<file path="src/sv/nrcrc_pkg.sv">
// Shared constants, polynomial tables and cell control type for the NR CRC engine.
package nrcrc_pkg;

    localparam int MAX_CRC_LEN_DEF = 24;
    localparam int POLY_W          = 24;
    localparam int KIND_W          = 3;
    localparam int LEN_W           = 5;
    localparam int SEEN_W          = 5;
    localparam int CFG_IDX_W       = 1;
    localparam int CFG_DATA_W      = 3;

    localparam logic [SEEN_W-1:0] SEEN_MAX = 5'd31;

    localparam logic [KIND_W-1:0] KIND_CRC6   = 3'd0;
    localparam logic [KIND_W-1:0] KIND_CRC11  = 3'd1;
    localparam logic [KIND_W-1:0] KIND_CRC16  = 3'd2;
    localparam logic [KIND_W-1:0] KIND_CRC24A = 3'd3;
    localparam logic [KIND_W-1:0] KIND_CRC24B = 3'd4;
    localparam logic [KIND_W-1:0] KIND_CRC24C = 3'd5;

    localparam logic [CFG_IDX_W-1:0] CFG_CRC_KIND    = 1'd0;
    localparam logic [CFG_IDX_W-1:0] CFG_APPEND_MODE = 1'd1;

    typedef struct packed {
        logic step;
        logic clear;
        logic d_shift;
        logic load_a;
        logic conv;
        logic fb_r;
        logic fb_a;
    } cell_ctrl_t;

    // reserved kinds fall back to crc24a
    function automatic logic [LEN_W-1:0] crc_len(input logic [KIND_W-1:0] kind);
        logic [LEN_W-1:0] len;
        unique case (kind)
            KIND_CRC6:  len = 5'd6;
            KIND_CRC11: len = 5'd11;
            KIND_CRC16: len = 5'd16;
            default:    len = 5'd24;
        endcase
        return len;
    endfunction

    function automatic logic [POLY_W-1:0] crc_poly(input logic [KIND_W-1:0] kind);
        logic [POLY_W-1:0] poly;
        unique case (kind)
            KIND_CRC6:   poly = 24'h000021;
            KIND_CRC11:  poly = 24'h000621;
            KIND_CRC16:  poly = 24'h001021;
            KIND_CRC24B: poly = 24'h800063;
            KIND_CRC24C: poly = 24'hB2B117;
            default:     poly = 24'h864CFB;
        endcase
        return poly;
    endfunction

endpackage

</file>
<file path="src/sv/nrcrc_if.sv">
// Valid/ready stream interfaces for the input bits and the result bits.
interface nrcrc_in_if;
    logic valid;
    logic ready;
    logic data_bit;
    logic frame_end;

    modport source (output valid, data_bit, frame_end, input ready);
    modport sink   (input valid, data_bit, frame_end, output ready);
endinterface

interface nrcrc_out_if;
    logic valid;
    logic ready;
    logic out_bit;
    logic is_parity;
    logic run_end;

    modport source (output valid, out_bit, is_parity, run_end, input ready);
    modport sink   (input valid, out_bit, is_parity, run_end, output ready);
endinterface

</file>
<file path="src/sv/nr_crc_attach_and_check.sv">
// Top level: 5G NR CRC attach/check engine built as a chain of one-bit cells.
// Results are registered: an input transfer's first result appears in the cycle after it is accepted.
// One input bit per cycle unless stalled; a frame end adds L parity bits (L = CRC length).
// A configuration write blocks input while the augmented remainder is rebuilt.
// Reset (rst_n low, async): remainders, delay line and counters clear; crc24a, append mode.
module nr_crc_attach_and_check
    import nrcrc_pkg::*;
#(
    parameter int MAX_CRC_LEN = MAX_CRC_LEN_DEF
)
(
    input  logic                  clk,
    input  logic                  rst_n,
    input  logic                  cfg_we,
    input  logic [CFG_IDX_W-1:0]  cfg_index,
    input  logic [CFG_DATA_W-1:0] cfg_data,
    nrcrc_in_if.sink              msg,
    nrcrc_out_if.source           res
);

    localparam int LW = $clog2(MAX_CRC_LEN + 1);
    localparam int IW = $clog2(MAX_CRC_LEN);

    logic [KIND_W-1:0]      crc_kind_reg;
    logic                   append_mode_reg;
    logic                   conv_load_reg;
    logic [LW-1:0]          conv_cnt_reg, conv_cnt_next;
    logic [SEEN_W-1:0]      bits_seen_reg, bits_seen_next;

    logic [LEN_W-1:0]       len_full;
    logic [LW-1:0]          len_cur;
    logic [IW-1:0]          top_idx;
    logic [POLY_W-1:0]      poly_full;
    logic [MAX_CRC_LEN-1:0] r_q, a_q, d_q, r_st, a_st, en_vec;
    logic [MAX_CRC_LEN-1:0] par_src, par_val;
    logic [LW-1:0]          par_sh;
    cell_ctrl_t             ctrl;
    logic                   accept;
    logic                   out_free;
    logic                   data_valid;
    logic                   data_out;

    assign len_full  = crc_len(crc_kind_reg);
    assign len_cur   = (len_full > LEN_W'(MAX_CRC_LEN)) ? LW'(MAX_CRC_LEN) : LW'(len_full);
    assign top_idx   = IW'(len_cur - LW'(1));
    assign poly_full = crc_poly(crc_kind_reg);

    assign msg.ready = out_free && !conv_load_reg && (conv_cnt_reg == '0);
    assign accept    = msg.valid & msg.ready;

    always_comb
    begin
        ctrl.step    = accept;
        ctrl.clear   = accept & msg.frame_end;
        ctrl.d_shift = !append_mode_reg;
        ctrl.load_a  = conv_load_reg;
        ctrl.conv    = (conv_cnt_reg != '0);
        ctrl.fb_r    = r_q[top_idx];
        ctrl.fb_a    = a_q[top_idx] ^ (accept & msg.data_bit);
    end

    genvar gi;
    generate
        for (gi = 0; gi < MAX_CRC_LEN; gi++)
        begin : g_cell
            logic r_in, a_in, d_in;
            assign en_vec[gi] = (LW'(gi) < len_cur);
            if (gi == 0)
            begin : g_head
                assign r_in = msg.data_bit;
                assign a_in = 1'b0;
                assign d_in = msg.data_bit;
            end
            else
            begin : g_body
                assign r_in = r_q[gi-1];
                assign a_in = a_q[gi-1];
                assign d_in = d_q[gi-1];
            end
            nrcrc_cell u_cell (
                .clk   (clk),
                .rst_n (rst_n),
                .ctrl  (ctrl),
                .en    (en_vec[gi]),
                .poly  (poly_full[gi]),
                .r_in  (r_in),
                .a_in  (a_in),
                .d_in  (d_in),
                .r_q   (r_q[gi]),
                .a_q   (a_q[gi]),
                .d_q   (d_q[gi]),
                .r_st  (r_st[gi]),
                .a_st  (a_st[gi])
            );
        end
    endgenerate

    // append: x^L * M mod g, check: M mod g
    assign par_src = append_mode_reg ? a_st : r_st;
    assign par_sh  = LW'(MAX_CRC_LEN) - len_cur;
    assign par_val = par_src << par_sh;

    assign data_valid = append_mode_reg || (bits_seen_reg >= SEEN_W'(len_cur));
    assign data_out   = append_mode_reg ? msg.data_bit : d_q[top_idx];

    nrcrc_out_stage #(
        .MAX_CRC_LEN (MAX_CRC_LEN)
    ) u_out (
        .clk        (clk),
        .rst_n      (rst_n),
        .load       (accept),
        .data_valid (data_valid),
        .data_bit   (data_out),
        .par_load   (msg.frame_end),
        .par_val    (par_val),
        .par_len    (len_cur),
        .free       (out_free),
        .res        (res)
    );

    always_comb
    begin
        bits_seen_next = bits_seen_reg;
        if (accept)
        begin
            if (msg.frame_end)
                bits_seen_next = '0;
            else if (!append_mode_reg && (bits_seen_reg != SEEN_MAX))
                bits_seen_next = bits_seen_reg + SEEN_W'(1);
        end
    end

    always_comb
    begin
        conv_cnt_next = conv_cnt_reg;
        if (conv_load_reg)
            conv_cnt_next = len_cur;
        else if (conv_cnt_reg != '0)
            conv_cnt_next = conv_cnt_reg - LW'(1);
    end

    always_ff @(posedge clk or negedge rst_n)
    begin
        if (!rst_n)
        begin
            crc_kind_reg    <= KIND_CRC24A;
            append_mode_reg <= 1'b1;
            conv_load_reg   <= 1'b0;
            conv_cnt_reg    <= '0;
            bits_seen_reg   <= '0;
        end
        else
        begin
            conv_load_reg <= cfg_we;
            conv_cnt_reg  <= conv_cnt_next;
            bits_seen_reg <= bits_seen_next;
            if (cfg_we)
            begin
                unique case (cfg_index)
                    CFG_CRC_KIND:    crc_kind_reg    <= cfg_data;
                    CFG_APPEND_MODE: append_mode_reg <= cfg_data[0];
                endcase
            end
        end
    end

endmodule

</file>
<file path="src/sv/nrcrc_cell.sv">
// One bit slice of the CRC chain: remainder, augmented remainder and delay bits.
module nrcrc_cell
    import nrcrc_pkg::*;
(
    input  logic       clk,
    input  logic       rst_n,
    input  cell_ctrl_t ctrl,
    input  logic       en,
    input  logic       poly,
    input  logic       r_in,
    input  logic       a_in,
    input  logic       d_in,
    output logic       r_q,
    output logic       a_q,
    output logic       d_q,
    output logic       r_st,
    output logic       a_st
);

    logic r_reg, a_reg, d_reg;
    logic r_next, a_next, d_next;
    logic d_st;

    always_comb
    begin
        r_st = en & (r_in ^ (ctrl.fb_r & poly));
        a_st = en & (a_in ^ (ctrl.fb_a & poly));
        d_st = ctrl.d_shift ? (en & d_in) : (en & d_reg);
    end

    always_comb
    begin
        r_next = r_reg;
        a_next = a_reg;
        d_next = d_reg;
        if (ctrl.clear)
        begin
            r_next = 1'b0;
            a_next = 1'b0;
            d_next = 1'b0;
        end
        else if (ctrl.step)
        begin
            r_next = r_st;
            a_next = a_st;
            d_next = d_st;
        end
        else if (ctrl.load_a)
        begin
            a_next = en & r_reg;
        end
        else if (ctrl.conv)
        begin
            a_next = a_st;
        end
    end

    always_ff @(posedge clk or negedge rst_n)
    begin
        if (!rst_n)
        begin
            r_reg <= 1'b0;
            a_reg <= 1'b0;
            d_reg <= 1'b0;
        end
        else
        begin
            r_reg <= r_next;
            a_reg <= a_next;
            d_reg <= d_next;
        end
    end

    assign r_q = r_reg;
    assign a_q = a_reg;
    assign d_q = d_reg;

endmodule

</file>
<file path="src/sv/nrcrc_out_stage.sv">
// Result register: one pending data bit followed by a left-aligned parity burst.
module nrcrc_out_stage
    import nrcrc_pkg::*;
#(
    parameter int MAX_CRC_LEN = MAX_CRC_LEN_DEF
)
(
    input  logic                                 clk,
    input  logic                                 rst_n,
    input  logic                                 load,
    input  logic                                 data_valid,
    input  logic                                 data_bit,
    input  logic                                 par_load,
    input  logic [MAX_CRC_LEN-1:0]               par_val,
    input  logic [$clog2(MAX_CRC_LEN+1)-1:0]     par_len,
    output logic                                 free,
    nrcrc_out_if.source                          res
);

    localparam int LW = $clog2(MAX_CRC_LEN + 1);

    logic                   dv_reg, dv_next;
    logic                   dbit_reg, dbit_next;
    logic [LW-1:0]          pcnt_reg, pcnt_next;
    logic [MAX_CRC_LEN-1:0] p_reg, p_next;
    logic                   xfer;

    assign res.valid     = dv_reg | (pcnt_reg != '0);
    assign res.out_bit   = dv_reg ? dbit_reg : p_reg[MAX_CRC_LEN-1];
    assign res.is_parity = !dv_reg;
    assign res.run_end   = !dv_reg && (pcnt_reg == LW'(1));
    assign xfer          = res.valid & res.ready;

    always_comb
    begin
        if (dv_reg)
            free = xfer && (pcnt_reg == '0);
        else
            free = (pcnt_reg == '0) || ((pcnt_reg == LW'(1)) && xfer);
    end

    always_comb
    begin
        dv_next   = dv_reg;
        dbit_next = dbit_reg;
        pcnt_next = pcnt_reg;
        p_next    = p_reg;
        if (load)
        begin
            dv_next   = data_valid;
            dbit_next = data_bit;
            pcnt_next = par_load ? par_len : '0;
            p_next    = par_val;
        end
        else if (xfer)
        begin
            if (dv_reg)
                dv_next = 1'b0;
            else
            begin
                pcnt_next = pcnt_reg - LW'(1);
                p_next    = {p_reg[MAX_CRC_LEN-2:0], 1'b0};
            end
        end
    end

    always_ff @(posedge clk or negedge rst_n)
    begin
        if (!rst_n)
        begin
            dv_reg   <= 1'b0;
            pcnt_reg <= '0;
        end
        else
        begin
            dv_reg   <= dv_next;
            pcnt_reg <= pcnt_next;
        end
    end

    always_ff @(posedge clk)
    begin
        dbit_reg <= dbit_next;
        p_reg    <= p_next;
    end

endmodule

</file>
<file path="src/flat_wrapper.sv">
// flat-port wrapper written by rule: the top's interface ports become plain ports
module nr_crc_attach_and_check_flat import nrcrc_pkg::*;
#(
    parameter int MAX_CRC_LEN = MAX_CRC_LEN_DEF
)
  (clk, rst_n, cfg_we, cfg_index, cfg_data, msg_valid, msg_data_bit, msg_frame_end, msg_ready, res_valid, res_out_bit, res_is_parity, res_run_end, res_ready);
  nrcrc_in_if msg_i ();
  nrcrc_out_if res_i ();
  input  logic clk;
  input  logic rst_n;
  input  logic cfg_we;
  input  logic [CFG_IDX_W-1:0] cfg_index;
  input  logic [CFG_DATA_W-1:0] cfg_data;
  input wire logic [$bits(msg_i.valid)-1:0] msg_valid;
  input wire logic [$bits(msg_i.data_bit)-1:0] msg_data_bit;
  input wire logic [$bits(msg_i.frame_end)-1:0] msg_frame_end;
  output wire logic [$bits(msg_i.ready)-1:0] msg_ready;
  output wire logic [$bits(res_i.valid)-1:0] res_valid;
  output wire logic [$bits(res_i.out_bit)-1:0] res_out_bit;
  output wire logic [$bits(res_i.is_parity)-1:0] res_is_parity;
  output wire logic [$bits(res_i.run_end)-1:0] res_run_end;
  input wire logic [$bits(res_i.ready)-1:0] res_ready;
  assign msg_i.valid = msg_valid;
  assign msg_i.data_bit = msg_data_bit;
  assign msg_i.frame_end = msg_frame_end;
  assign msg_ready = msg_i.ready;
  assign res_valid = res_i.valid;
  assign res_out_bit = res_i.out_bit;
  assign res_is_parity = res_i.is_parity;
  assign res_run_end = res_i.run_end;
  assign res_i.ready = res_ready;
  nr_crc_attach_and_check #(.MAX_CRC_LEN(MAX_CRC_LEN)) u_core (.clk(clk), .rst_n(rst_n), .cfg_we(cfg_we), .cfg_index(cfg_index), .cfg_data(cfg_data), .msg(msg_i), .res(res_i));
endmodule
</file>
<file path="config.mk">
export PLATFORM = sky130hd
export DESIGN_NAME = nr_crc_attach_and_check_flat
export DESIGN_NICKNAME = d
export VERILOG_FILES = /design/src/sv/nrcrc_pkg.sv /design/src/sv/nrcrc_if.sv /design/src/sv/nr_crc_attach_and_check.sv /design/src/sv/nrcrc_cell.sv /design/src/sv/nrcrc_out_stage.sv /design/src/flat_wrapper.sv
export SDC_FILE = /design/constraint.sdc
export NUM_CORES = 1
export LEC_CHECK = 0
export BUFFER_PORTS_ARGS = -buffer_cell sky130_fd_sc_hd__buf_2
export CORE_ASPECT_RATIO = 1.1
export CORE_UTILIZATION = 55
export DETAILED_ROUTE_END_ITERATION = 8
export HOLD_SLACK_MARGIN = 0.08
export PLACE_DENSITY_LB_ADDON = 0.25
export SETUP_SLACK_MARGIN = 0.3
export SLEW_MARGIN = 15
export SYNTH_ARGS = -nofsm -noshare
export SYNTH_HDL_FRONTEND = slang
export SYNTH_SLANG_ARGS = --single-unit
</file>
<file path="constraint.sdc">
create_clock -name clk -period 10.8 [get_ports clk]
set_clock_uncertainty 0.05 [all_clocks]
set_input_delay 0.54 -clock clk [delete_from_list [all_inputs] [get_ports clk]]
set_output_delay 0.54 -clock clk [all_outputs]
set_load 0.02 [all_outputs]
</file>
# == Word-level counts from Yosys, hierarchy flattened ==
# Index checks and enable logic that the tools add are counted.
# word_totals
ff_bits,118
input_bits,11
out_inout_bits,5
elab_cells,610
# classes
n_addsub,5
n_lt_le_gt_ge,27
eq_ne,7
n_shift,1
muxes,242
bitwise,222
n_reduce_logical,25
# op_table
operator,count
$mux W1,224
$and A1 B1 Y1,172
$pmux W24 S5,1
$mux W24,4
$xor A1 B1 Y1,48
$mux W5,9
$lt A4 B5 Y1 const A,8
$lt A5 B5 Y1 const A,8
$shl A24 B5 Y24,1
$lt A3 B5 Y1 const A,4
$bmux W1 S5,3
$pmux W5 S3,1
$sub A5 B1 Y5 const B,3
$logic_not A5 Y1,2
$lt A1 B5 Y1 const A,2
$lt A2 B5 Y1 const A,2
$reduce_bool A5 Y1,2
$reduce_and A2 Y1,4
$reduce_bool A2 Y1,4
$eq A3 B3 Y1 const B,2
$logic_and A1 B1 Y1,6
$lt A5 B6 Y1 const B,1
$add A5 B1 Y5 const B,1
$eq A5 B1 Y1 const B,1
other kinds (13),16

# == Logic depth before layout (Yosys ltp) ==
# Gate-level depths: netlist of the first run.
# depth
depth_word,18
ltp_mapped,18
ltp_nobuf,12

# == Modules after synthesis ==
# A second synthesis of the first run with hierarchy kept.
# unflattened
cells_unflattened,1067
hier_area_um2,10164.7
# by_module_without_submodules
mod,instances,cells_each,area_per_inst_um2,seq_area_each_um2
nrcrc_cell,24,23,219.0,75.1
nr_crc_attach_and_check,1,415,3468.3,379.1
nrcrc_out_stage,1,100,1441.4,900.9

# == Worst setup path before layout of the first run ==
# Ideal clock, no wire load.
# synth_timing
path_kind,register to register
from,register u_core.crc_kind_reg[0]
to,"register u_core.u_out.p_reg[19], data pin"
setup_time_ns,0.268
arrival_time_ns,4.299
required_ns,10.482
setup_slack_ns,6.183
path_stages_with_launch,19
path_buffers,6
synth_period_minus_slack_ns,4.617
path_cell_list,dfstp_2 buf_2 or3b_2 buf_2 inv_2 clkbuf_1 buf_1 ha_1 buf_2 mux2i_1 clkbuf_1 a32o_1 o21ai_0 a221oi_1 mux2i_1 nor2_1 a2111oi_0 a2111oi_0 a21oi_1
# synth_between
elab_chain_cells,14
word_cells_on_any_way,186
cone_classes,2 x add/sub; 25 x order compare; 4 x eq/ne; 1 x shift; 9 x mux; 144 x bitwise; 1 x reduce/logical
# synth_rtl
element,line,source
from (decl),nr_crc_attach_and_check.sv:24,logic [KIND_W-1:0] crc_kind_reg;
from (signal assigned),nr_crc_attach_and_check.sv:160,CFG_CRC_KIND: crc_kind_reg <= cfg_data;
"$eq A3 B2 Y1, or another cell as far along","nrcrc_pkg.sv:37, nrcrc_pkg.sv:48",
$pmux W5 S3,nrcrc_pkg.sv:37,unique case (kind)
$gt A5 B5 Y1,nr_crc_attach_and_check.sv:44,assign len_cur = (len_full > LEN_W'(MAX_CRC_LEN)) ? LW'(MAX_CRC_LEN) : LW'(len_full);
$mux W5,nr_crc_attach_and_check.sv:44,
$sub A5 B1 Y5,nr_crc_attach_and_check.sv:45,assign top_idx = IW'(len_cur - LW'(1));
$bmux W1 S5,nr_crc_attach_and_check.sv:59,ctrl.fb_a = a_q[top_idx] ^ (accept & msg.data_bit);
$mux W1 (not written as such),nr_crc_attach_and_check.sv:59,
$xor A1 B1 Y1,nr_crc_attach_and_check.sv:59,
$and A1 B1 Y1,nrcrc_cell.sv:27,a_st = en & (a_in ^ (ctrl.fb_a & poly));
$xor A1 B1 Y1,nrcrc_cell.sv:27,
$and A1 B1 Y1,nrcrc_cell.sv:27,
$mux W24,nr_crc_attach_and_check.sv:99,assign par_src = append_mode_reg ? a_st : r_st;
$shl A24 B5 Y24 *,nr_crc_attach_and_check.sv:101,assign par_val = par_src << par_sh;
$mux W24 *,nrcrc_out_stage.sv:48,if (load)
via u_core.u_out.p_next[19],nrcrc_out_stage.sv:25,"logic [MAX_CRC_LEN-1:0] p_reg, p_next;"
to (signal assigned),nrcrc_out_stage.sv:84,p_reg <= p_next;
to (decl),nrcrc_out_stage.sv:25,
# Mark *: on every way through the listed nets, which the timed path passes. The rest lies on a longest branch. The select of a mux whose other input is x is not followed.
# A chain may end at the register's enable or synchronous reset.

# == Final worst setup path of the first run ==
# layout_timing
from,register u_core.crc_kind_reg[0]
to,"register u_core.u_out.p_reg[11], data pin"
# Same word-level chain as after synthesis.

==> qor.yml, run 1 <==
run_status:
  status: "finished clean"
clock_network:
  htreeDepth: 4
  cts.reportedPaths.clkPinSlew_ns: 0.05
  numCtsBuffers: 17
  clk_path_buf_depth: 2
  clockRootBuffer: "clkbuf_16"
  cts_tree: "done"
  insertion_delay_ns: 0.43
  cts_setup_buffers: 0
  numClockSinks: 118
worst_setup_path:
  crit_required_ns: 10.91
  cp_top_family: "simple AND/OR/NAND/NOR gates"
  worstPathCellList: "or3b_2, inv_2, ha_1, buf_4, mux2i_1, a32oi_2, and2_1, xnor2_1, a2bb2o_1, nor4_1, a311o_1, a22oi_1, o21ai_0"
  startpoint_type: "flop"
  cpMaxStageDelayCell: "dfstp_2"
  r2r-start: "u_core.crc_kind_reg[0]$_DFFE_PN1P_"
  worstSetupPathType: "reg2reg"
  slowest_delay_ns: 0.93
  end_kind: "flop"
  worstPathArrival_ns: 6.14
  worst-path-max-fanout: 29
  crit_start: "u_core.crc_kind_reg[0]$_DFFE_PN1P_"
  crit_buf_inv: 2
finish:
  fill_cells: 1272
  nets: 975
  drive_gt1_share_pct: 9.54
  fin_cells: 1156
  syn2layout_area_growth_pct: 8.86
  antennaDiodeCount: 0
pwr:
  peakVddDrop_mv: 0.120
  switching_share_pct: 37.9
  power_frac_comb_pct: 32.8
  seq_power_share_pct: 34.0
  power_switching_uw: 643
  total_power_uw: 1690
  power_density_mw_per_mm2: 191
  clkPwrFrac_pct: 33.2
  cellInternalPower_uw: 1050
  p_leak_uw: 0.00372
synth:
  synth_cells: 978
  synth_commonest_cells: "155 x nand2_1, 92 x o21ai_0, 90 x dfrtp_1, 76 x a21oi_1, 69 x nor2_1"
  synth_top_cells_by_area: "dfrtp_1 28%, edfxtp_1 9.2%, nand2_1 7.2%, o21ai_0 5.7%, a21oi_1 4.7%"
  synth.area.mux_share_pct: 3.54
  synth-compound-area-share_pct: 27.5
  syn_nets: 1002
  avgSynthCellArea_um2: 8.32
  synth_adder_area_share_pct: 2.00
  synth_edf_count: 25
  ys_ff_latch: 118
  synth_area_leader_cell: "dfrtp_1"
  netlist-cell-type-count: 87
  netlist_area_mm2: 0.00813
  synth_xor_area_share_pct: 4.35
  synth_top_family_by_area: "compound AO/OA/AOI/OAI gates"
  synth_top_area_share_pct: 27.7
  yosysMostFrequentCell: "nand2_1"
  synth_flop_cell: "dfrtp_1"
  async_flop_share_pct: 78.8
  yosysWarnings: 0
  yosys.area_share.simple_pct: 19.8
  ys_seq_area_share_pct: 37.9
floorplanning:
  coreArea_mm2: 0.0144
  fp.dieH_um: 130
  dieArea_mm2: 0.0153
  die_w_um: 118
  num_rows: 46
  start_util_pct: 56.3
  pin_count: 16
route:
  vias: 8065
  ant_nets: 0
  avgRoutedWirePerCell_um: 23.9
  first_pass_iters: 6
  drc_errors: 0
  post_drt_via_cell_ratio: 6.98
  first_iter_violations: 1180
  routed_wl_um: 27600
hold_path:
  worstHoldPathType: "in2reg"
  hold_start: "cfg_we"
flow_run:
  cap_violations: 0
sta:
  setup_violations: 0
  slew_headroom_pct: 25.8
  tns_ns: 0
  min_period_ns: 6.03
  rsz0062_at_grt: "no"
  fin_crit_sh_pct: 55.9
  hold_violations: 0
  max_slew.worst_pin.slew_ns: 1.11
  maxSlewViolCount: 0
  fmax_ghz: 0.166
placement:
  gp_congestion: 0.975
  hpwl_um: 18400
  io_buffer_count: 15
  dp.cells: 1123
grt:
  grt_pass1_vias: 7810
  groute.usage.overall_pct: 37.2
  grt_overflow: 0
  antenna_found_initial: 0
  grt_first_pass_wirelength_um: 43200
  grt_max_degree: 60
[power groups by stage]
stage | Sequential (µW) | Combinational, µW | Clock, µW
4_1_cts | 571 | 536 | 568
5_1_grt | 579 | 596 | 585
2_1_floorplan | 545 | 406 | 0
6_report | 575 | 556 | 563
3_5_place_dp | 578 | 531 | 0
3_3_place_gp | 577 | 530 | 0
[layout make-up]
class / count / area, µm² / area share [%]
flip-flops and latches: 118 / 3080 / 34.8
multi-input cells: 761 / 4660 / 52.7
inverters: 20 / 75.1 / 0.848
clock inverters: 8 / 97.6 / 1.10
well taps: 192 / 240 / 2.71
repair buffers: 33 / 215 / 2.43
clock buffers: 24 / 482 / 5.44
[worst reg2reg max path, stage by stage, from the launching register on]
cell and delay, ns:
dfstp_2 0.93, or3b_2 0.78, inv_2 0.45, ha_1 0.22, buf_4 0.32, mux2i_1 0.88
a32oi_2 0.30, and2_1 0.41, xnor2_1 0.46, a2bb2o_1 0.23, nor4_1 0.07, a311o_1 0.37
a22oi_1 0.17, o21ai_0 0.12
[through the flow]
stage | utilization (%) | worst slack [ns] | area, µm² | hold slack (ns)
final | 61.3 | 4.77 | 8850 | 0.194
after detailed placement | 57.2 | 5.12 | 8270 | 0.429
after floorplan | - | 6.18 | 8130 | 0.194
after global placement | 57.2 | 5.13 | 8270 | 0.420
after CTS | 61.3 | 5.03 | 8850 | 0.180
after global routing | 61.3 | 4.62 | 8850 | 0.196
[metal layers]
| layer | wire, µm | part of all wire [%] | vias up | global-route usage, % |
|---|---|---|---|---|
| met5 | 0 | 0 | - | 0 |
| met4 | 1620 | 5.9 | 0 | 23.9 |
| met3 | 2920 | 11 | 146 | 9.99 |
| met2 | 12400 | 45 | 557 | 57.7 |
| met1 | 10700 | 39 | 3839 | 46.2 |
| li1 | - | - | 3523 | - |
[placed cells by master, fill, tap and decap left out, types with 11 or more instances in the layout]
cell	count
nand2_1	155
o21ai_0	92
dfrtp_1	90
a21oi_1	76
nor2_1	69
nand3_1	31
a22o_1	27
edfxtp_1	25
mux2i_1	22
buf_4	18
inv_1	17
xor2_1	17
xnor2_1	17
clkbuf_16	17
a21o_1	16
nor3_1	16
buf_2	14
a31oi_1	13
ha_1	13
and3_1	12
or3_1	11
o22ai_1	11
[cell families after synthesis]
logic type                 count (synthesis)
buffers and inverters                     99
AOI/OAI and AO/OA                        335
muxes                                     27
and+or+nand+nor                          349
xor gates and xnor gates                  37
DFF                                      118
adders and majority gates                 13
[worst paths after layout]
| check | end | slack (ns) | cells after the start |
|---|---|---|---|
| max | u_core.u_out.p_reg[11]$_DFFE_PP_ | 4.77 | 13 |
| min | u_core.conv_load_reg$_DFF_PN0_ | 0.19 | 1 |
| max reg2reg | u_core.u_out.p_reg[11]$_DFFE_PP_ | 4.77 | 13 |
| min reg2reg | u_core.g_cell[21].u_cell.d_q$_DFFE_PN0P_ | 0.44 | 1 |
| max in group asynchronous | u_core.g_cell[15].u_cell.d_q$_DFFE_PN0P_ | 9.01 | 3 |
| min in group asynchronous | u_core.conv_cnt_reg[1]$_DFFE_PN0P_ | 0.55 | 2 |
[repair_timing]
| action | 4_1_cts | 5_1_grt |
|---|---|---|
| hold buffers | 1 | 0 |
| setup endpoints to repair | 0 | 0 |
| resized for setup | 0 | 0 |
| endpoints found under the hold margin | 32 | 0 |
No activity file was read; power rests on OpenSTA's default activity.
==> run 2, diff against run 1 <==
clock period = 5.4 ns   (was 10.8 ns; I/O delays follow)
==> run 2 against run 1 <==
Sequential power increased by 97%. Global-route usage shrank 0.48 points. Clock-buffer cell count is 1 lower. Power grew 100%. Final area rose by 1.5%. Flip-flop and latch count unchanged. Register-to-register slack got worse by 3.9 ns. Core utilization is 0.94 points higher. Cell count grew 0.95%. Setup slack got worse by 3.9 ns. Critical path type unchanged. Critical endpoint is now u_core.u_out.p_reg[19]$_DFFE_PP_. Largest cell class unchanged.
==> qor.yml, run 2 (synthesized netlist as in run 1, its figures left out) <==
grt:
  antenna_found_initial: 0  # unchanged
  grt_first_pass_wirelength_um: 42400  # -1.9%
  groute.usage.overall_pct: 36.7  # -0.48 points
  grt_overflow: 0  # unchanged
  grt_pass1_vias: 7525  # -3.6%
  grt_max_degree: 64  # +6.7%
sta:
  min_period_ns: 4.51  # -1.52 ns
  max_slew.worst_pin.slew_ns: 0.942  # -0.171 ns
  tns_ns: 0  # unchanged
  setup_violations: 0  # unchanged
  setup_slack_ns: 0.886  # -3.88 ns
  fin_crit_sh_pct: 83.6  # +28 points
  slew_headroom_pct: 36.9  # +11 points
  rsz0062_at_grt: "no"
  maxSlewViolCount: 0  # unchanged
  fmax_ghz: 0.222  # +34%
  hold_violations: 0  # unchanged
route:
  ant_nets: 0  # unchanged
  avgRoutedWirePerCell_um: 23.0  # -3.6%
  vias: 8030  # -0.43%
  post_drt_via_cell_ratio: 6.88  # -1.4%
  routed_wl_um: 26900  # -2.6%
  first_pass_iters: 6  # unchanged
  first_iter_violations: 1204  # +2.0%
  drc_errors: 0  # unchanged
clock_network:
  htreeDepth: 4  # unchanged
  cts.reportedPaths.clkPinSlew_ns: 0.06  # about the same
  clk_path_buf_depth: 2  # unchanged
  numClockSinks: 118  # unchanged
  cts_resized: 0  # unchanged
  clockRootBuffer: "clkbuf_16"
  insertion_delay_ns: 0.44  # about the same
  numCtsBuffers: 17  # unchanged
  cts_tree: "done"
hold_path:
  worstHoldPathType: "in2reg"
  whs_path_depth: 4  # +3
worst_setup_path:
  crit_path_end: "u_core.u_out.p_reg[19]$_DFFE_PP_"
  crit_required_ns: 5.52  # -5.39 ns
  timing.rr.end: "u_core.u_out.p_reg[19]$_DFFE_PP_"
  crit_start: "u_core.crc_kind_reg[0]$_DFFE_PN1P_"
  worst-path-max-fanout: 16  # -45%
  r2r-start: "u_core.crc_kind_reg[0]$_DFFE_PN1P_"
  startpoint_type: "flop"
  worstRegToRegCells: 12  # -1
  worstSetupPathType: "reg2reg"
  worstPathArrival_ns: 4.64  # -1.50 ns
  end_kind: "flop"
  r2r_slack_ns: 0.89  # -3.88 ns
pwr:
  peakVddDrop_mv: 0.237  # +98%
  power_density_mw_per_mm2: 383  # +100%
  p_leak_uw: 0.00379  # +1.8%
floorplanning:
  pin_count: 16  # unchanged
  dieArea_mm2: 0.0153  # unchanged
  die_w_um: 118  # unchanged
  start_util_pct: 56.3  # unchanged
  num_rows: 46  # unchanged
  fp.dieH_um: 130  # unchanged
  coreArea_mm2: 0.0144  # unchanged
placement:
  gp_congestion: 1.02  # +4.4%
  hpwl_um: 18000  # -2.0%
  place_ws_ns: 1.04  # -4.08 ns
  io_buffer_count: 15  # unchanged
finish:
  mostFrequentLayoutCell: "nand2_1"
  mostFrequentLayoutCells: "155 x nand2_1, 92 x o21ai_0, 90 x dfrtp_1, 76 x a21oi_1, 69 x nor2_1"
  drive_gt1_share_pct: 10.1  # +0.51 points
  syn2layout_area_growth_pct: 10.5
  antennaDiodeCount: 0  # unchanged
  nets: 986  # +1.1%
flow_run:
  cap_violations: 0  # unchanged
run_status:
  status: "finished clean"
-- run 2: stage by stage --
step	instances	hold slack, ns	area [µm²]	power (µW)	utilization, %
4_1_cts	1167	0.111	8990	3410	62.2
3_3_place_gp	1129	0.201	8310	2210	57.5
5_1_grt	1167	0.154	8990	3600	62.2
3_5_place_dp	1129	0.206	8310	2220	57.5
6_report	1167	0.109	8990	3440	62.2
2_1_floorplan	978	-0.0756	8130	1900	-
-- run 2: final cells by class --
| cell class | count | area [µm²] |
|---|---|---|
| Inverter | 20 | 75.1 |
| Sequential cell | 118 | 3080 |
| Tap cell | 192 | 240 |
| Multi-Input combinational cell | 761 | 4660 |
| Fill cell | 1257 | 5460 |
| Clock buffer | 23 | 499 |
| Clock inverter | 9 | 120 |
| Timing Repair Buffer | 44 | 310 |
-- run 2: routing by layer --
layer	vias up	global-route usage, %	routed length, µm
met5	-	0	0
met4	0	21.9	1420
met3	122	9.11	2680
met2	504	56.7	12000
met1	3844	46.8	10700
li1	3560	-	-
-- run 2: timing repair --
action | in CTS | in global routing
setup endpoints to repair | 0 | 0
buffers inserted | 0 | 0
hold endpoints to repair | 40 | 0
hold buffers | 6 | 0
-- run 2: critical path: stages, from the launching register on --
cell	delay (ns)
dfstp_2	0.53
or3b_2	0.47
inv_2	0.08
ha_1	0.38
mux2i_1	0.25
a32o_1	0.25
a311oi_4	0.08
xnor2_2	0.80
nand2_1	0.28
xor2_1	0.35
a2111oi_0	0.18
a2111oi_0	0.43
a21oi_1	0.13
-- run 2: worst min-delay path by stage --
stage / startpoint / end / slack (ns)
after floorplan: rst_n / u_core.bits_seen_reg[0]$_DFFE_PN0P_ / -0.08
after global placement: rst_n / u_core.conv_cnt_reg[4]$_DFFE_PN0P_ / 0.20
after detailed placement: rst_n / u_core.conv_cnt_reg[4]$_DFFE_PN0P_ / 0.21
after CTS: cfg_index / u_core.crc_kind_reg[0]$_DFFE_PN1P_ / 0.11
after global routing: cfg_index / u_core.append_mode_reg$_DFFE_PN1P_ / 0.15
final: cfg_index / u_core.crc_kind_reg[1]$_DFFE_PN1P_ / 0.11
-- run 2: power breakdown --
group          internal [µW]  leakage, µW  switching (µW)  total, µW
clock network            783     0.000303             409       1190
logic                    379      0.00203             746       1130
registers               1020      0.00145             108       1130
total                   2180      0.00379            1260       3440
==> run 3, diff against run 2 <==
ABC_AREA = 1   (was default)
clock period = 3.82 ns   (was 5.4 ns; I/O delays follow)
==> run 3 against run 2 <==
Sequential power up 38%. Routed wire length shrank 3.1%. Combinational power up 45%. Via count is 0.80% lower. Critical path type unchanged. Largest power group is now combinational cells. Highest routed layer unchanged.
==> qor.yml, run 3 <==
worst_setup_path:
  crit_top_cell: "nand2_1"
  worstPathArrival_ns: 3.52  # -1.12 ns
  worstRegToRegCells: 23  # +11
  crit_buf_inv: 2  # +1
  cpMaxStageDelayCell: "dfstp_2"
  crit_required_ns: 3.96  # -1.56 ns
  cp_top_family: "simple AND/OR/NAND/NOR gates"
  worst-path-max-fanout: 9  # -7
  slowest_delay_ns: 0.56  # -0.24 ns
  end_kind: "flop"
  worstPathCellList: "nor2_4, nand2_1, inv_2, ha_4, buf_12, nand2_1, o21ai_1, nand2_1, nand2_1, a21oi_2, nand2_2, nand2_8, nand2_4, nand2_4, nand3_2, nand2_2, nand2_1, nand2_1, nand2_1, nand3_1, nand3_1, nand3_1, nand2_1"
  path_depth: 23  # +11
  startpoint_type: "flop"
  worstSetupPathType: "reg2reg"
finish:
  fin_cells: 1289  # +10%
  multi_input_area_mm2: 0.00411  # -12%
  mostFrequentLayoutCell: "nand2_1"
  fill_cells: 1179  # -6.2%
  syn2layout_area_growth_pct: 16.2
  antennaDiodeCount: 0  # unchanged
  mostFrequentLayoutCells: "275 x nand2_1, 112 x nand3_1, 110 x inv_1, 89 x dfrtp_1, 77 x o21ai_0"
  drive_gt1_share_pct: 15.7  # +5.7 points
  nets: 1116  # +13%
  regArea_mm2: 0.00308  # about the same
grt:
  grt_max_degree: 71  # +11%
  grt_overflow: 0  # unchanged
  antenna_found_initial: 0  # unchanged
  grt_pass1_vias: 7512  # -0.17%
  groute.usage.overall_pct: 37.6  # +0.89 points
  grt_first_pass_wirelength_um: 40500  # -4.4%
synth:
  ys_seq_area_share_pct: 40.1  # +2.2 points
  async_flop_share_pct: 78.8  # unchanged
  yosysWarnings: 0  # unchanged
  synth_cells: 1063  # +8.7%
  synth_commonest_cells: "292 x nand2_1, 127 x nand3_1, 113 x inv_1, 90 x dfrtp_1, 83 x o21ai_0"
  synth_area_leader_cell: "dfrtp_1"
  syn_nets: 1087  # +8.5%
  yosysMostFrequentCell: "nand2_1"
  netlist-cell-type-count: 48  # -45%
  netlist_area_mm2: 0.00769  # -5.5%
  synth_top_area_share_pct: 29.3  # +1.6 points
  synth_top_cells_by_area: "dfrtp_1 29%, nand2_1 14%, edfxtp_1 9.8%, nand3_1 8.3%, inv_1 5.5%"
  synth_edf_count: 25  # unchanged
  synth_flop_cell: "dfrtp_1"
  ys_ff_latch: 118  # unchanged
  avgSynthCellArea_um2: 7.23  # -13%
sta:
  maxSlewViolCount: 0  # unchanged
  fin_crit_sh_pct: 88.5  # +4.9 points
  setup_violations: 0  # unchanged
  fmax_ghz: 0.296  # +34%
  setup_slack_ns: 0.440  # -0.446 ns
  tns_ns: 0  # unchanged
  rsz0062_at_grt: "yes"
  slew_headroom_pct: 41.3  # +4.5 points
  hold_violations: 0  # unchanged
  min_period_ns: 3.38  # -1.13 ns
  max_slew.worst_pin.slew_ns: 0.875  # -0.0679 ns
route:
  ant_nets: 0  # unchanged
  drc_errors: 0  # unchanged
  avgRoutedWirePerCell_um: 20.2  # -12%
  routed_wl_um: 26000  # -3.1%
  first_pass_iters: 7  # +1
  first_iter_violations: 778  # -35%
  vias: 7966  # -0.80%
  post_drt_via_cell_ratio: 6.18  # -10%
clock_network:
  clockRootBuffer: "clkbuf_16"
  htreeDepth: 4  # unchanged
  insertion_delay_ns: 0.43  # about the same
  numCtsBuffers: 17  # unchanged
  numClockSinks: 118  # unchanged
  clk_path_buf_depth: 2  # unchanged
  cts_tree: "done"
  cts.reportedPaths.clkPinSlew_ns: 0.06  # about the same
floorplanning:
  pin_count: 16  # unchanged
  coreArea_mm2: 0.0134  # -7.0%
  die_w_um: 115  # -2.7%
  start_util_pct: 57.2  # +0.91 points
  num_rows: 44  # -4.3%
  fp.dieH_um: 126  # -2.7%
  dieArea_mm2: 0.0145  # -5.4%
hold_path:
  whs_path_depth: 4  # unchanged
  worstHoldPathType: "in2reg"
flow_run:
  cap_violations: 0  # unchanged
pwr:
  peakVddDrop_mv: 0.434  # +83%
  p_leak_uw: 0.00434  # +15%
  total_power_uw: 4740  # +38%
  clkPwrFrac_pct: 32.5  # -2.1 points
  power_density_mw_per_mm2: 531  # +39%
  switching_share_pct: 38.1  # +1.4 points
  power_frac_comb_pct: 34.6  # +1.9 points
  power_switching_uw: 1810  # +43%
  cellInternalPower_uw: 2940  # +35%
  seq_power_share_pct: 32.9  # +0.2 points
run_status:
  status: "finished clean"
placement:
  hpwl_um: 17700  # -2.0%
  io_buffer_count: 15  # unchanged
  dp.cells: 1237  # +9.6%
  place_ws_ns: 0.181  # -0.859 ns
  gp_congestion: 1.06  # +4.3%
-- run 3: changes by cell type in the layout (fill, tap and decap cells not counted), sizes merged, moves of 13 or more --
cell | before | now
nand2 | 156 | 301
nand3 | 31 | 141
inv | 20 | 123
o22ai | 12 | 55
a21oi | 76 | 45
a22o | 27 | 0
mux2i | 22 | 3
xnor2 | 18 | 1
a21o | 16 | 0
buf | 38 | 53
nor3 | 18 | 5
-- run 3: timing repair --
item | CTS | global route
endpoints found under the setup margin | 17 | 24
hold endpoints to repair | 66 | 0
resized for setup | 9 | 50
gates cloned | 1 | 0
hold buffers | 8 | 0
pin swaps | 3 | 11
buffers inserted | 3 | 8
-- run 3: path summary, 6_finish.rpt --
kind | start | endpoint | slack (ns)
max | u_core.crc_kind_reg[1]$_DFFE_PN1P_ | u_core.u_out.p_reg[15]$_DFFE_PP_ | 0.44
min | res_ready | u_core.u_out.dv_reg$_DFFE_PN0P_ | 0.13
max reg2reg | u_core.crc_kind_reg[1]$_DFFE_PN1P_ | u_core.u_out.p_reg[15]$_DFFE_PP_ | 0.44
min reg2reg | u_core.g_cell[18].u_cell.a_q$_DFFE_PN0P_ | u_core.g_cell[18].u_cell.a_q$_DFFE_PN0P_ | 0.46
max in group asynchronous | rst_n | u_core.bits_seen_reg[1]$_DFFE_PN0P_ | 2.40
min in group asynchronous | rst_n | u_core.conv_cnt_reg[4]$_DFFE_PN0P_ | 0.36
-- run 3: per-layer routing --
layer | up-vias | global-route usage (%) | wire length [µm]
li1 | 3629 | - | -
met1 | 3658 | 47.6 | 9940
met2 | 537 | 57.5 | 11500
met3 | 142 | 10.0 | 2960
met4 | 0 | 22.5 | 1670
met5 | - | 0 | 0
-- run 3: worst min-delay path, stage by stage --
cell and delay, ns:
buf_2 0.09, inv_1 0.05, a21oi_1 0.18, a21oi_1 0.06
-- run 3: power groups by stage --
stage	clock (µW)	sequential, µW	combinational [µW]
floorplan	0	1540	1040
global placement	0	1570	1410
detailed placement	0	1580	1420
CTS	1540	1560	1500
global route	1590	1570	1790
finish	1540	1560	1640
-- run 3: cells by family (layout without fill, tap and decap cells) --
family	after synthesis	in the layout	synth area share [%]
buffers and inverters	178	219	9.21
adder cells (fa/ha/maj)	13	13	2.12
multiplexers	3	3	0.391
AND/OR/NAND/NOR	518	519	29.9
XOR/XNOR	10	10	1.14
AO/OA/AOI/OAI	223	223	17.1
flip-flops	118	118	40.1
-- run 3: stage by stage --
stage / instance area (µm²) / hold WS, ns / utilization, %
floorplan: 7690 / -0.155 / -
global placement: 7970 / 0.296 / 59.3
detailed placement: 7970 / 0.292 / 59.3
CTS: 8690 / 0.135 / 64.7
global route: 8930 / 0.187 / 66.5
finish: 8930 / 0.134 / 66.5
-- run 3: area by class of cell --
type / count / area share [%]
multi-input cells: 768 / 46.0
flip-flops and latches: 118 / 34.5
well taps: 184 / 2.58
repair buffers: 61 / 5.24
clock buffers: 25 / 5.55
inverters: 126 / 5.36
clock inverters: 7 / 0.784
